===== src/rtl/core/yrgb_pkg.sv =====
// ----------------------------------------------------------------------------
// yrgb_pkg
// Shared types, coefficient table and channel clamp for the YCbCr to RGB565
// pixel converter.
// ----------------------------------------------------------------------------
package yrgb_pkg;

  localparam int YTERM_W = 18;
  localparam int PROD_W  = 19;
  localparam int SUM_W   = 20;

  typedef enum logic [1:0] {
    REG_WIDE_RANGE = 2'd0,
    REG_BT709      = 2'd1,
    REG_GRAY_MODE  = 2'd2
  } cfg_reg_t;

  typedef struct packed {
    logic [8:0] gain_y;
    logic [4:0] black;
    logic [9:0] k_rv;
    logic [9:0] k_gu;
    logic [9:0] k_gv;
    logic [9:0] k_bu;
  } coef_t;

  // indexed by {bt709, wide_range}
  localparam coef_t COEF_TABLE [4] = '{
    '{9'd298, 5'd16, 10'd409, 10'd100, 10'd208, 10'd516},
    '{9'd256, 5'd0,  10'd359, 10'd88,  10'd183, 10'd454},
    '{9'd298, 5'd16, 10'd459, 10'd55,  10'd136, 10'd541},
    '{9'd256, 5'd0,  10'd403, 10'd48,  10'd120, 10'd475}
  };

  typedef struct packed {
    logic signed [YTERM_W-1:0] yterm;
    logic signed [8:0]         u;
    logic signed [8:0]         v;
    logic [9:0]                k_rv;
    logic [9:0]                k_gu;
    logic [9:0]                k_gv;
    logic [9:0]                k_bu;
  } work_t;

  // floor(x / 256) clamped to 0..255
  function automatic logic [7:0] chan_clamp(input logic signed [SUM_W-1:0] x);
    logic [7:0] res;
    if (x[SUM_W-1]) begin
      res = 8'd0;
    end else if (x[SUM_W-2:16] != '0) begin
      res = 8'hFF;
    end else begin
      res = x[15:8];
    end
    return res;
  endfunction

endpackage


===== src/rtl/core/yrgb_front.sv =====
// ----------------------------------------------------------------------------
// yrgb_front
// Accepts pixels, selects the coefficient set, centers chroma and forms the
// luma term.
// ----------------------------------------------------------------------------
module yrgb_front (
  input  logic           clk,
  input  logic           rst,
  input  logic [7:0]     luma,
  input  logic [7:0]     chroma_blue,
  input  logic [7:0]     chroma_red,
  input  logic           pix_valid,
  output logic           pix_ready,
  input  logic           wide_range,
  input  logic           bt709,
  input  logic           gray_mode,
  output logic           work_valid,
  output yrgb_pkg::work_t work,
  input  logic           work_ready
);
  import yrgb_pkg::*;

  coef_t              coef;
  logic signed [8:0]  ydiff;
  logic signed [PROD_W-1:0] yprod;
  logic signed [PROD_W-1:0] yterm_calc;
  work_t              work_next;

  always_comb begin
    coef       = COEF_TABLE[{bt709, wide_range}];
    ydiff      = $signed({1'b0, luma}) - $signed({4'b0000, coef.black});
    yprod      = $signed({1'b0, coef.gain_y}) * ydiff;
    yterm_calc = yprod + PROD_W'(128);
    work_next.yterm = yterm_calc[YTERM_W-1:0];
    work_next.u     = $signed({1'b0, chroma_blue}) - 9'sd128;
    work_next.v     = $signed({1'b0, chroma_red}) - 9'sd128;
    work_next.k_rv  = gray_mode ? 10'd0 : coef.k_rv;
    work_next.k_gu  = gray_mode ? 10'd0 : coef.k_gu;
    work_next.k_gv  = gray_mode ? 10'd0 : coef.k_gv;
    work_next.k_bu  = gray_mode ? 10'd0 : coef.k_bu;
  end

  assign pix_ready = !work_valid || work_ready;

  always_ff @(posedge clk) begin
    if (rst) begin
      work_valid <= 1'b0;
    end else if (pix_ready) begin
      work_valid <= pix_valid;
    end
  end

  always_ff @(posedge clk) begin
    if (pix_valid && pix_ready) begin
      work <= work_next;
    end
  end

endmodule


===== src/rtl/core/yrgb_queue.sv =====
// ----------------------------------------------------------------------------
// yrgb_queue
// Two-entry queue between the front and back parts.
// ----------------------------------------------------------------------------
module yrgb_queue (
  input  logic            clk,
  input  logic            rst,
  input  logic            wr_valid,
  output logic            wr_ready,
  input  yrgb_pkg::work_t wr_item,
  output logic            rd_valid,
  input  logic            rd_ready,
  output yrgb_pkg::work_t rd_item
);
  import yrgb_pkg::*;

  work_t      entry0;
  work_t      entry1;
  logic       wr_ptr;
  logic       rd_ptr;
  logic [1:0] count;
  logic       push;
  logic       pop;

  assign wr_ready = (count != 2'd2);
  assign rd_valid = (count != 2'd0);
  assign push     = wr_valid && wr_ready;
  assign pop      = rd_valid && rd_ready;
  assign rd_item  = rd_ptr ? entry1 : entry0;

  always_ff @(posedge clk) begin
    if (rst) begin
      wr_ptr <= 1'b0;
      rd_ptr <= 1'b0;
      count  <= 2'd0;
    end else begin
      if (push) begin
        wr_ptr <= !wr_ptr;
      end
      if (pop) begin
        rd_ptr <= !rd_ptr;
      end
      if (push && !pop) begin
        count <= count + 2'd1;
      end else if (pop && !push) begin
        count <= count - 2'd1;
      end
    end
  end

  always_ff @(posedge clk) begin
    if (push && !wr_ptr) begin
      entry0 <= wr_item;
    end
    if (push && wr_ptr) begin
      entry1 <= wr_item;
    end
  end

endmodule


===== src/rtl/core/yrgb_back.sv =====
// ----------------------------------------------------------------------------
// yrgb_back
// Chroma products, channel sums, clamp and RGB565 packing.
// ----------------------------------------------------------------------------
module yrgb_back (
  input  logic            clk,
  input  logic            rst,
  input  logic            work_valid,
  output logic            work_ready,
  input  yrgb_pkg::work_t work,
  output logic            rgb_valid,
  input  logic            rgb_ready,
  output logic [15:0]     rgb565
);
  import yrgb_pkg::*;

  logic                      s1_valid;
  logic signed [YTERM_W-1:0] yterm;
  logic signed [PROD_W-1:0]  prod_rv;
  logic signed [PROD_W-1:0]  prod_gu;
  logic signed [PROD_W-1:0]  prod_gv;
  logic signed [PROD_W-1:0]  prod_bu;
  logic                      out_en;
  logic                      s1_en;
  logic signed [SUM_W-1:0]   yterm_ext;
  logic signed [SUM_W-1:0]   r_sum;
  logic signed [SUM_W-1:0]   g_sum;
  logic signed [SUM_W-1:0]   b_sum;
  logic [7:0]                r;
  logic [7:0]                g;
  logic [7:0]                b;
  logic [15:0]               rgb565_next;

  assign out_en     = !rgb_valid || rgb_ready;
  assign s1_en      = !s1_valid || out_en;
  assign work_ready = s1_en;

  always_ff @(posedge clk) begin
    if (rst) begin
      s1_valid  <= 1'b0;
      rgb_valid <= 1'b0;
    end else begin
      if (s1_en) begin
        s1_valid <= work_valid;
      end
      if (out_en) begin
        rgb_valid <= s1_valid;
      end
    end
  end

  always_ff @(posedge clk) begin
    if (work_valid && s1_en) begin
      yterm   <= work.yterm;
      prod_rv <= $signed({1'b0, work.k_rv}) * work.v;
      prod_gu <= $signed({1'b0, work.k_gu}) * work.u;
      prod_gv <= $signed({1'b0, work.k_gv}) * work.v;
      prod_bu <= $signed({1'b0, work.k_bu}) * work.u;
    end
  end

  always_comb begin
    yterm_ext = {{(SUM_W-YTERM_W){yterm[YTERM_W-1]}}, yterm};
    r_sum = yterm_ext + $signed({prod_rv[PROD_W-1], prod_rv});
    g_sum = yterm_ext - $signed({prod_gu[PROD_W-1], prod_gu})
                      - $signed({prod_gv[PROD_W-1], prod_gv});
    b_sum = yterm_ext + $signed({prod_bu[PROD_W-1], prod_bu});
    r = chan_clamp(r_sum);
    g = chan_clamp(g_sum);
    b = chan_clamp(b_sum);
    rgb565_next = {r[7:3], g[7:2], b[7:3]};
  end

  always_ff @(posedge clk) begin
    if (s1_valid && out_en) begin
      rgb565 <= rgb565_next;
    end
  end

endmodule


===== src/rtl/core/yuv_to_rgb565_pixel.sv =====
// ----------------------------------------------------------------------------
// yuv_to_rgb565_pixel
// Path from pixel transaction to rgb_valid: front register, queue, product
// register, output register. Throughput: one pixel per cycle while
// rgb_ready does not stall the output.
// Reset clears the configuration to BT.601 TV range color and empties
// every stage; no clearing pass.
// ----------------------------------------------------------------------------
module yuv_to_rgb565_pixel (
  input  logic        clk,
  input  logic        rst,
  input  logic        pix_valid,
  output logic        pix_ready,
  input  logic [7:0]  luma,
  input  logic [7:0]  chroma_blue,
  input  logic [7:0]  chroma_red,
  output logic        rgb_valid,
  input  logic        rgb_ready,
  output logic [15:0] rgb565,
  input  logic        cfg_we,
  input  logic [1:0]  cfg_index,
  input  logic        cfg_data
);
  import yrgb_pkg::*;

  logic  wide_range;
  logic  bt709;
  logic  gray_mode;
  logic  fq_valid;
  logic  fq_ready;
  work_t fq_item;
  logic  qb_valid;
  logic  qb_ready;
  work_t qb_item;

  always_ff @(posedge clk) begin
    if (rst) begin
      wide_range <= 1'b0;
      bt709      <= 1'b0;
      gray_mode  <= 1'b0;
    end else if (cfg_we) begin
      case (cfg_index)
        REG_WIDE_RANGE: wide_range <= cfg_data;
        REG_BT709:      bt709      <= cfg_data;
        REG_GRAY_MODE:  gray_mode  <= cfg_data;
        default: ;
      endcase
    end
  end

  yrgb_front u_front (
    .clk         (clk),
    .rst         (rst),
    .luma        (luma),
    .chroma_blue (chroma_blue),
    .chroma_red  (chroma_red),
    .pix_valid   (pix_valid),
    .pix_ready   (pix_ready),
    .wide_range  (wide_range),
    .bt709       (bt709),
    .gray_mode   (gray_mode),
    .work_valid  (fq_valid),
    .work        (fq_item),
    .work_ready  (fq_ready)
  );

  yrgb_queue u_queue (
    .clk      (clk),
    .rst      (rst),
    .wr_valid (fq_valid),
    .wr_ready (fq_ready),
    .wr_item  (fq_item),
    .rd_valid (qb_valid),
    .rd_ready (qb_ready),
    .rd_item  (qb_item)
  );

  yrgb_back u_back (
    .clk        (clk),
    .rst        (rst),
    .work_valid (qb_valid),
    .work_ready (qb_ready),
    .work       (qb_item),
    .rgb_valid  (rgb_valid),
    .rgb_ready  (rgb_ready),
    .rgb565     (rgb565)
  );

endmodule

===== config.mk =====
export PLATFORM = sky130hd
export DESIGN_NAME = yuv_to_rgb565_pixel
export DESIGN_NICKNAME = d
export VERILOG_FILES = /design/src/rtl/core/yrgb_pkg.sv /design/src/rtl/core/yrgb_front.sv /design/src/rtl/core/yrgb_queue.sv /design/src/rtl/core/yrgb_back.sv /design/src/rtl/core/yuv_to_rgb565_pixel.sv
export SDC_FILE = /design/constraint.sdc
export NUM_CORES = 1
export LEC_CHECK = 0
export ABC_AREA = 0
export ABC_CLOCK_PERIOD_IN_PS = 10600
export BUFFER_PORTS_ARGS = -buffer_cell sky130_fd_sc_hd__buf_2
export CAP_MARGIN = 20
export CORE_MARGIN = 10
export CORE_UTILIZATION = 38
export CTS_CLUSTER_SIZE = 8
export DETAILED_ROUTE_END_ITERATION = 7
export PLACE_DENSITY = 0.65
export SLEW_MARGIN = 20
export SYNTH_ARGS = -nofsm -noshare
export SYNTH_HDL_FRONTEND = slang
export SYNTH_SLANG_ARGS = --single-unit

===== constraint.sdc =====
create_clock -name clk -period 10.6 [get_ports clk]
set_input_delay 2.65 -clock clk [delete_from_list [all_inputs] [get_ports clk]]
set_output_delay 2.65 -clock clk [all_outputs]
set_load 0.02 [all_outputs]

Word level (Yosys, flattened, before mapping). Cells that the tools add are included.

Output and inout bits: 18. Register bits after elaboration: 348. Input bits: 32. Logic and storage cells: 94.

Muxes and demuxes: 9. Reduce and logical (&&, ||, !) cells: 27. Add/subtract/negate cells: 10. Bitwise logic cells: 1. Eq/ne operators: 3. Order comparisons: 1. Multiply operators: 5.

Operators by type and width (count): $bmux W54 S2 (1); $mux W54 (2); $mul A11 B9 Y19 (4); $mux W76 (1); $add A18 B19 Y20 (2); $mux W8 (3); $sub A18 B19 Y20 (1); $sub A20 B19 Y20 (1); $add A18 B9 Y18 const B (1); $mul A10 B9 Y18 (1); $sub A8 B8 Y9 const B (2); $reduce_bool A3 Y1 (3); $sub A8 B5 Y9 (1); $logic_and A1 B1 Y1 (8); $logic_not A1 Y1 (7); $reduce_and A2 Y1 (3); $mux W2 (2); $reduce_bool A2 Y1 (2); $ge A3 B3 Y1 const B (1); $logic_or A1 B1 Y1 (3); $not A2 Y3 (1); $add A2 B1 Y2 const B (1); $eq A2 B1 Y1 const B (1); $eq A2 B2 Y1 const B (1); 3 further kinds (3).

Longest topological paths before layout. Gate-level depths: netlist of the first run.

Word-level depth: 7. Mapped depth: 25. Mapped depth without buffers: 23.

Modules after synthesis. From an unflattened synthesis of the first run, not the netlist that was laid out.

Cell total of the unflattened synthesis: 2211. Area total of the unflattened synthesis: 26277.7 sq um.

By module, submodules not included: yrgb_back (area each 17180.2 sq um, cells each 1687, times used 1, sequential area each 3343.2 sq um); yrgb_queue (area each 5819.3 sq um, cells each 259, times used 1, sequential area each 4644.5 sq um); yrgb_front (area each 3135.5 sq um, cells each 252, times used 1, sequential area each 1401.3 sq um); yuv_to_rgb565_pixel (area each 142.6 sq um, cells each 13, times used 1, sequential area each 60.1 sq um).

Worst setup path before layout of the first run. No wires, ideal clock.

Path type: input-to-reg. Start point: input port luma[4]. End point: register u_front.work[75] (netlist name), data pin. Library setup time: 268 ps. Buffers on the path: 1. Setup slack: 3132 ps. Data required time: 10332 ps. Stages on the path: 23. Arrival time: 7201 ps. Path through: inv_1 > ha_1 > ha_1 > and2_1 > clkbuf_1 > ha_1 > ha_1 > inv_1 > fa_1 > inv_1 > fa_1 > inv_1 > fa_1 > inv_1 > fa_1 > a21o_1 > a21oi_1 > o21bai_1 > a21oi_1 > o21ai_0 > a21o_1 > a21oi_1 > xnor2_1.

RTL lines: start, declared (RTL line yuv_to_rgb565_pixel.sv:14) `input logic [7:0] luma,`; end signal, assigned (RTL line yrgb_front.sv:55) `work <= work_next;`; end, declared (RTL line yrgb_front.sv:18) `output yrgb_pkg::work_t work,`.

==> flow_metrics.py, run 1 <==
metrics = {
    "grt": {
        "grt_max_degree": 60,
        "antenna_found_initial": 1,
        "grt_overflow": 0,
        "grt_pass1_vias": 13991,
        "grtUsageTotal_pct": 14.3,
        "grt_pass1_wl_mm": 75.7,
    },
    "synthesis": {
        "yosysTopAreaCell": "edfxtp_1",
        "syn_area_um2": 21500,
        "synth_top_area_share_pct": 34.3,
        "ys_seq_area_share_pct": 35.2,
        "ys_async_sr_fraction_pct": 0,
        "synth_warnings": 0,
        "synth_cell_types": 55,
        "syn_area_per_cell_um2": 11.5,
        "ys_ff_latch": 255,
        "ys.flop_type": "edfxtp_1",
        "synth_common_cells": "336 x ha_1, 304 x inv_1, 245 x edfxtp_1",
        "synth-edff-count": 245,
        "syn_inst": 1868,
        "synthTopCellsByArea": "edfxtp_1 34%, ha_1 20%, fa_1 18%, inv_1 5.3%, nor2_1 3.3%",
        "synth_most_common_cell": "ha_1",
    },
    "clocking": {
        "clk_pin_slew_ns": 0.05,
        "numClockSinks": 255,
        "hold_buffers": 0,
        "cts_tree": "yes",
        "cts_root_buf": "clkbuf_16",
        "post_cts_resized": 0,
        "cts_inserted_buffers": 38,
        "post-cts-setup-buffer-count": 0,
        "cts_max_level": 2,
        "clk_latency_ns": 0.54,
        "cts.path.max_buffers": 3,
    },
    "placement": {
        "port-buffer-count": 49,
        "routabilityCongestion": 0.919,
        "dp_hpwl_mm": 38.3,
    },
    "sta": {
        "fin_skew_ns": 0.0173,
        "finalHoldViolations": 0,
        "rsz0062_at_grt": "no",
        "setup_viol": 0,
        "worst_pin_slew_ns": 1.06,
        "finalCritPeriodShare_pct": 68.3,
        "finalSetupTns_ns": 0,
        "slew_headroom_pct": 27.2,
        "period_needed_ns": 7.24,
        "drv_slew": 0,
        "max_freq_ghz": 0.138,
    },
    "drt": {
        "route.detailed.drc": 0,
        "dr.pass1.iters": 8,
        "drt_iter0_drc": 629,
        "antenna_left": 0,
        "via_per_inst": 4.92,
        "wl_per_cell_um": 17.3,
        "vias": 13359,
        "drt_wl_total_mm": 47.0,
    },
    "min_path": {
        "hold_class": "flop to flop",
        "min-delay-start": "u_front.work[30]",
        "hold_path_depth": 0,
        "hold_path_end": "u_queue.entry1[30]",
    },
    "die": {
        "num_io_pins": 50,
        "die_x_um": 258,
        "fp.dieArea_um2": 66400,
        "coreArea_um2": 56200,
        "die_y_um": 258,
        "num_rows": 87,
        "initial_utilization_pct": 38.2,
    },
    "critical_path": {
        "cp-end-kind": "flop",
        "crit_required_ns": 10.87,
        "rrSetupSlack_ns": 3.79,
        "r2r-end": "u_back.prod_gu[17]",
        "path_max_fanout": 8,
        "path_class": "input port to flop",
        "arrival_ns": 7.51,
        "r2r_cells": 18,
        "start_kind": "input port",
        "r2r-start": "u_queue.rd_ptr",
    },
    "final_layout": {
        "multi_input_area_um2": 12700,
        "register_area_um2": 7560,
        "fillerInstances": 5328,
        "finalNetCount": 2504,
        "syn2layout_area_growth_pct": 10.6,
        "diodes": 0,
        "drive_gt1_share_pct": 8.93,
    },
    "flow_run": {
        "drv_cap": 0,
    },
    "run_status": {
        "status": "finished, final reports clean",
    },
}
-- how the worst max path moves through the flow --
| stage | from | end | slack, ns | cells after the start |
|---|---|---|---|---|
| finish | luma[4] | u_front.work[75] | 3.36 | 23 |
| global route | luma[4] | u_front.work[75] | 3.01 | 23 |
| CTS | luma[4] | u_front.work[75] | 3.36 | 23 |
| detailed placement | luma[4] | u_front.work[75] | 2.80 | 23 |
| global placement | luma[4] | u_front.work[75] | 2.84 | 23 |
| floorplan | luma[4] | u_front.work[75] | 3.13 | 23 |
-- through the flow --
step | setup slack [ns] | utilization (%) | cell area, um2 | hold slack, ns | cells
2_1_floorplan | 3.13 | - | 21500 | 0.421 | 1869
4_1_cts | 3.36 | 42.3 | 23700 | 0.439 | 2715
5_1_grt | 3.01 | 42.3 | 23700 | 0.450 | 2715
3_3_place_gp | 2.84 | 40.4 | 22700 | 0.425 | 2660
3_5_place_dp | 2.80 | 40.4 | 22700 | 0.430 | 2660
6_report | 3.36 | 42.3 | 23700 | 0.435 | 2715
-- registers in the layout (all words and copies together), names as in the netlist --
signal              flops
u_front.work           46
u_queue.entry0         46
u_queue.entry1         46
u_back.prod_gu         19
u_back.prod_gv         19
u_back.prod_bu         18
u_back.prod_rv         18
u_back.yterm           17
u_back.rgb565          16
u_queue.count           2
bt709                   1
gray_mode               1
u_back.rgb_valid        1
u_back.s1_valid         1
u_front.work_valid      1
u_queue.rd_ptr          1
u_queue.wr_ptr          1
wide_range              1
-- placed cells by master (no fill, tap or decap), types with 4 or more instances in the layout --
cell       synthesis  layout
buf_4              0      15
clkbuf_16          0      39
nand2b_1          10      10
nor3_1            31      31
o21a_1            22      22
buf_2              0      49
or3_1              8       8
a21o_1            31      31
a21boi_0           5       5
xor2_1            35      35
o21ai_0           32      32
mux2_2            36      36
and3_1             8       7
ha_1             336     336
a31o_2             6       6
nand3_1            8       8
edfxtp_1         245     245
and2_1             5       4
a31oi_1            5       5
o21bai_1          10      10
o211ai_1           4       4
a21oi_1           66      66
nor2b_1           14      13
mux2i_1           30      27
clkbuf_1          23      13
xnor2_1           62      62
nand4_1            8       8
dfxtp_1           10       9
fa_1             192     192
nor2_1           190     189
or2_2             13      13
nand2_1           76      76
inv_1            304     303
-- routing by layer --
| layer | global-route usage, % | share of wire [%] | vias up |
|---|---|---|---|
| li1 | - | - | 6449 |
| met1 | 19.4 | 46 | 6522 |
| met2 | 22.9 | 46 | 310 |
| met3 | 2.17 | 4.8 | 76 |
| met4 | 5.16 | 3.0 | 2 |
| met5 | 0 | 0.028 | - |
-- final cells by class --
cell class | count | area share (%)
clock buffer | 53 | 4.37
inverter | 306 | 4.84
tap | 756 | 3.98
timing repair buffer | 64 | 1.51
sequential | 255 | 31.8
clock inverter | 2 | 0.0685
multi-input combinational | 1279 | 53.4
-- critical path, cell delays in order --
cell and delay, ns:
buf_2 0.09, inv_1 0.07, ha_1 0.17, ha_1 0.19
and2_1 0.35, ha_1 0.35, ha_1 0.30, inv_1 0.04
fa_1 0.47, inv_1 0.05, fa_1 0.47, inv_1 0.05
fa_1 0.47, inv_1 0.06, fa_1 0.40, a21o_1 0.17
a21oi_1 0.23, o21bai_1 0.09, a21oi_1 0.22, o21ai_0 0.17
a21o_1 0.21, a21oi_1 0.16, xnor2_1 0.08
-- logic make-up after synthesis --
logic type / after synthesis / synth area share (%)
XOR/XNOR: 98 / 4.03
AO/OA/AOI/OAI: 199 / 6.03
multiplexers: 66 / 3.29
buffers and inverters: 335 / 5.86
flip-flops: 255 / 35.2
other: 2 / 0.0350
adder cells (fa/ha/maj): 528 / 37.5
AND/OR/NAND/NOR: 385 / 8.04
Power of run 1 is not shown: default switching activity piles up to over one toggle a cycle in this logic, so the estimate is an artifact.
==> run 2: changes to the inputs <==
--- a/config.mk
+++ b/config.mk
@@ -5,8 +5,8 @@
 export SDC_FILE = /design/constraint.sdc
 export NUM_CORES = 1
 export LEC_CHECK = 0
-export ABC_AREA = 0
-export ABC_CLOCK_PERIOD_IN_PS = 10600
+export ABC_AREA = 1
+export ABC_CLOCK_PERIOD_IN_PS = 7000
 export BUFFER_PORTS_ARGS = -buffer_cell sky130_fd_sc_hd__buf_2
 export CAP_MARGIN = 20
 export CORE_MARGIN = 10
==> constraint.sdc (replaced) <==
create_clock -name clk -period 7 [get_ports clk]
set_input_delay 1.75 -clock clk [delete_from_list [all_inputs] [get_ports clk]]
set_output_delay 1.75 -clock clk [all_outputs]
set_load 0.02 [all_outputs]
==> run 2 against run 1 <==
Die area increased by 6.5%. Largest cell class unchanged. Synthesized cell count rose by 28%. Clock skew increased by 0.021 ns. Sequential share of layout area is 2.0 points lower. Synthesized area increased by 7.0%. Global-route usage is 0.23 points higher. Via count increased by 18%. Core utilization down 0.20 points. Final area grew 6.6%. Non-clock buffer count rose by 4.
==> flow_metrics.py, run 2 <==
metrics = {
    "die": {
        "num_rows": 90,
        "initial_utilization_pct": 38.2,
        "num_io_pins": 50,
        "coreArea_um2": 60100,
        "fp.dieArea_um2": 70700,
        "die_x_um": 266,
        "die_y_um": 266,
    },
    "final_layout": {
        "fillerInstances": 5845,
        "final_common_cell": "inv_1",
        "drive_gt1_share_pct": 7.27,
        "most-common-layout-cells": "449 x inv_1, 413 x nand2_1, 336 x ha_1",
        "design_area_um2": 25300,
        "reg.largest.list": "u_front.work (46), u_queue.entry0 (46), u_queue.entry1 (46)",
        "syn2layout_area_growth_pct": 10.2,
        "finalNetCount": 3030,
        "diodes": 0,
    },
    "sta": {
        "slew_headroom_pct": 37.4,
        "fin_skew_ns": 0.0383,
        "finalSetupTns_ns": 0,
        "finalCritPeriodShare_pct": 86.4,
        "finalHoldViolations": 0,
        "worst_pin_slew_ns": 0.938,
        "worst_slack_ns": 0.950,
        "drv_slew": 0,
        "setup_viol": 0,
        "rsz0062_at_grt": "no",
        "period_needed_ns": 6.05,
        "max_freq_ghz": 0.165,
    },
    "drt": {
        "wl_per_cell_um": 15.3,
        "drt_iter0_drc": 852,
        "via_per_inst": 4.81,
        "dr.pass1.iters": 5,
        "route.detailed.drc": 0,
        "vias": 15727,
        "antenna_left": 0,
        "drt_wl_total_mm": 49.9,
    },
    "clocking": {
        "post_cts_resized": 0,
        "clk_latency_ns": 0.57,
        "cts_inserted_buffers": 39,
        "hold_buffers": 0,
        "numClockSinks": 255,
        "cts_max_level": 2,
        "clk_pin_slew_ns": 0.05,
        "cts.path.max_buffers": 3,
        "cts_root_buf": "clkbuf_16",
        "post-cts-setup-buffer-count": 0,
        "cts_tree": "yes",
    },
    "synthesis": {
        "synth_top_area_share_pct": 32.0,
        "ys_seq_area_share_pct": 32.9,
        "ys_async_sr_fraction_pct": 0,
        "synthTopCellsByArea": "edfxtp_1 32%, ha_1 18%, fa_1 17%, inv_1 7.4%, nand2_1 6.8%",
        "ys.flop_type": "edfxtp_1",
        "synth_cell_types": 49,
        "syn_inst": 2389,
        "syn_area_per_cell_um2": 9.61,
        "synth_warnings": 0,
        "ys_ff_latch": 255,
        "synth_most_common_cell": "inv_1",
        "synth-edff-count": 245,
        "synth_common_cells": "451 x inv_1, 413 x nand2_1, 336 x ha_1",
        "yosysTopAreaCell": "edfxtp_1",
        "syn_area_um2": 23000,
    },
    "min_path": {
        "hold_class": "flop to flop",
        "min-delay-start": "u_front.work[24]",
    },
    "critical_path": {
        "path_cells": "buf_4 > o21ai_2 > nor2_1 > fa_1 > inv_1 > fa_1 > inv_1 > fa_1 > fa_1 > fa_1 > ha_1 > a21oi_1 > a21boi_0 > inv_1 > a21o_1 > nand3_1 > nand2_1 > xor2_1",
        "start_kind": "flop",
        "cpPeakStageDelay_ns": 0.78,
        "crit_required_ns": 7.31,
        "path_common_cell": "fa_1",
        "cp-end-kind": "flop",
        "crit_slowest_cell": "o21ai_2",
        "arrival_ns": 6.36,
        "r2r-start": "u_queue.rd_ptr",
        "path_class": "flop to flop",
        "path_max_fanout": 36,
        "crit_buf_inv": 4,
        "critPathLaunch": "u_queue.rd_ptr",
        "crit_family": "adder cells",
    },
    "grt": {
        "grt_pass1_wl_mm": 83.2,
        "antenna_found_initial": 0,
        "grt_pass1_vias": 16348,
        "grtUsageTotal_pct": 14.5,
        "grt_overflow": 0,
        "grt_max_degree": 53,
    },
    "placement": {
        "place_area_um2": 24200,
        "port-buffer-count": 49,
        "dp_hpwl_mm": 40.9,
        "pre_cts_slack_ns": 0.604,
        "routabilityCongestion": 0.886,
    },
    "flow_run": {
        "drv_cap": 0,
    },
    "run_status": {
        "status": "finished, final reports clean",
    },
}
[run 2: kinds of logic (layout without fill, tap and decap cells)]
family          after synthesis  count (layout)  share of synthesized area [%]
simple gates                781             781                           14.1
fa+ha+maj                   528             528                           35.0
buf+inv                     485             583                           8.19
flops                       255             255                           32.9
compound gates              246             246                           6.16
xor+xnor                     87              87                           3.35
mux                           5               5                          0.234
other cells                   2               3                         0.0327
[run 2: per-layer routing]
metal | up-vias | track usage, % | routed length (um)
li1 | 7893 | - | -
met1 | 7361 | 18.6 | 22300
met2 | 386 | 24.3 | 23100
met3 | 87 | 2.79 | 2730
met4 | 0 | 5.03 | 1710
met5 | - | 0 | 0
[run 2: final timing paths]
check                  endpoint  slack, ns  depth (start not counted)
max          u_back.prod_rv[16]       0.95                         18
min          u_queue.entry1[24]       0.43                          0
max reg2reg  u_back.prod_rv[16]       0.95                         18
min reg2reg  u_queue.entry1[24]       0.43                          0
[run 2: final cells by class]
type | count | area [um2] | area share [%]
sequential | 255 | 7560 | 29.9
clock buffer | 50 | 1020 | 4.02
clock inverter | 9 | 97.6 | 0.386
timing repair buffer | 68 | 388 | 1.53
inverter | 456 | 1710 | 6.77
multi-input combinational | 1650 | 13500 | 53.6
tap | 782 | 978 | 3.87
[run 2: stage by stage]
stage	std cells	util, %	hold slack (ns)
after floorplan	2390	-	0.421
after global placement	3211	40.2	0.425
after detailed placement	3211	40.2	0.430
after CTS	3270	42.1	0.434
after global routing	3270	42.1	0.450
final	3270	42.1	0.431
Power of run 2 is left out for the same reason.
==> run 3: changes to the inputs <==
--- a/config.mk
+++ b/config.mk
@@ -14,6 +14,7 @@
 export CTS_CLUSTER_SIZE = 8
 export DETAILED_ROUTE_END_ITERATION = 7
 export PLACE_DENSITY = 0.65
+export RECOVER_POWER = 50
 export SLEW_MARGIN = 20
 export SYNTH_ARGS = -nofsm -noshare
 export SYNTH_HDL_FRONTEND = slang
==> run 3 against run 2 <==
The run now ends with max-capacitance violations, max-slew violations left. Count of clock-buffer cells in the layout did not move. Flip-flop and latch count did not move. Die area did not move. Final area fell by 0.15%. Non-clock buffer count did not move. Register-to-register slack got worse by 0.15 ns. Clock skew fell by 0.0014 ns. Core utilization fell by 0.062 points. Critical path type unchanged. Critical endpoint is now u_back.prod_bu[17].
==> flow_metrics.py, run 3 (same netlist as run 2, synthesis figures left out) <==
metrics = {
    "run_status": {
        "status": "complete, but fails checks",
        "violations": "max-capacitance violations, max-slew violations",
    },
    "clocking": {
        "clk_latency_ns": 0.57,
        "numClockSinks": 255,
        "cts_root_buf": "clkbuf_16",
        "hold_buffers": 0,
        "clk_pin_slew_ns": 0.05,
        "cts_inserted_buffers": 39,
        "cts_max_level": 2,
        "post-cts-setup-buffer-count": 0,
        "cts_tree": "yes",
        "cts.path.max_buffers": 3,
        "post_cts_resized": 0,
    },
    "sta": {
        "max_freq_ghz": 0.161,
        "finalCritPeriodShare_pct": 88.6,
        "hold-worst-slack_ns": 0.431,
        "setup_viol": 0,
        "drv_slew": 97,
        "period_needed_ns": 6.20,
        "finalHoldViolations": 0,
        "slew_headroom_pct": -76.8,
        "worst_pin_slew_ns": 2.65,
        "finalSetupTns_ns": 0,
        "rsz0062_at_grt": "no",
        "fin_skew_ns": 0.0369,
    },
    "critical_path": {
        "cp-end-kind": "flop",
        "path_class": "flop to flop",
        "crit_required_ns": 7.39,
        "setup.worst_path.end": "u_back.prod_bu[17]",
        "path_max_fanout": 36,
        "critPathLaunch": "u_queue.rd_ptr",
        "rrSetupSlack_ns": 0.80,
        "r2r_cells": 16,
        "r2r-start": "u_queue.rd_ptr",
        "r2r-end": "u_back.prod_bu[17]",
        "arrival_ns": 6.60,
        "start_kind": "flop",
    },
    "final_layout": {
        "multi_input_area_um2": 13500,
        "syn2layout_area_growth_pct": 10.0,
        "fillerInstances": 5862,
        "design_area_um2": 25300,
        "drive_gt1_share_pct": 6.71,
        "most-common-layout-cells": "450 x inv_1, 413 x nand2_1, 336 x ha_1",
        "reg.largest.list": "u_front.work (46), u_queue.entry0 (46), u_queue.entry1 (46)",
        "diodes": 0,
        "finalNetCount": 3030,
        "postLayoutCoreUtil_pct": 42.0,
        "register_area_um2": 7560,
        "final_common_cell": "inv_1",
    },
    "flow_run": {
        "drv_cap": 3,
    },
    "grt": {
        "grt_pass1_vias": 16348,
        "antenna_found_initial": 0,
        "grt_pass1_wl_mm": 83.2,
        "grtUsageTotal_pct": 14.5,
        "grt_max_degree": 53,
        "grt_overflow": 0,
    },
    "die": {
        "die_y_um": 266,
        "fp.dieArea_um2": 70700,
        "num_rows": 90,
        "die_x_um": 266,
        "num_io_pins": 50,
        "coreArea_um2": 60100,
        "initial_utilization_pct": 38.2,
    },
    "placement": {
        "port-buffer-count": 49,
        "routabilityCongestion": 0.886,
        "place_area_um2": 24200,
        "dp_hpwl_mm": 40.9,
    },
    "min_path": {
        "hold_class": "flop to flop",
    },
    "drt": {
        "via_per_inst": 4.81,
        "wl_per_cell_um": 15.3,
        "drt_wl_total_mm": 50.0,
        "antenna_left": 0,
        "dr.pass1.iters": 6,
        "vias": 15719,
        "route.detailed.drc": 0,
        "drt_iter0_drc": 943,
    },
}
run 3: cell count changes in the layout (fill, tap and decap cells not counted), moves of 2 or more:
cell and change:
o21ai_0 +2, buf_4 -4, clkbuf_1 +9, buf_2 -5
run 3: layer usage:
layer,global-route usage (%),vias to the layer above,share of wire [%]
met5,0,-,0
met4,5.03,0,3.3
met3,2.79,85,4.9
met2,24.3,348,47
met1,18.6,7398,45
li1,-,7888,-
run 3: critical path: stages (launching register included):
cell     delay, ns
dfxtp_1       0.30
buf_4         0.26
buf_4         0.27
o21ai_0       0.89
nor2_1        0.32
fa_1          0.64
fa_1          0.46
fa_1          0.58
fa_1          0.44
fa_1          0.47
ha_1          0.35
nand3_1       0.09
nand2_1       0.15
a21oi_1       0.13
or2_2         0.30
o21ai_1       0.16
xor2_1        0.21
run 3: layout make-up:
class / count / share of cell area [%]
Clock buffer: 50 / 4.03
Clock inverter: 9 / 0.386
Inverter: 456 / 6.78
Multi-Input combinational cell: 1650 / 53.6
Sequential cell: 255 / 29.9
Tap cell: 782 / 3.87
Timing Repair Buffer: 68 / 1.45
run 3: metrics by stage:
stage               setup slack, ns  cells
floorplan                     0.809   2390
global placement              0.654   3211
detailed placement            0.604   3211
CTS                           0.955   3270
global route                  0.377   3270
finish                        0.795   3270
run 3: how the worst min path moves through the flow:
| stage | start | to | slack (ns) | depth (start not counted) |
|---|---|---|---|---|
| 3_3_place_gp | u_front.work[12] | u_queue.entry1[12] | 0.42 | 0 |
| 3_5_place_dp | u_front.work[16] | u_queue.entry1[16] | 0.43 | 0 |
| 4_1_cts | u_front.work[24] | u_queue.entry1[24] | 0.43 | 0 |
| 5_1_grt | u_front.work[24] | u_queue.entry0[24] | 0.45 | 0 |
| 2_1_floorplan | u_front.work[12] | u_queue.entry0[12] | 0.42 | 0 |
| 6_report | u_front.work[24] | u_queue.entry1[24] | 0.43 | 0 |
Power of run 3 is left out for the same reason.
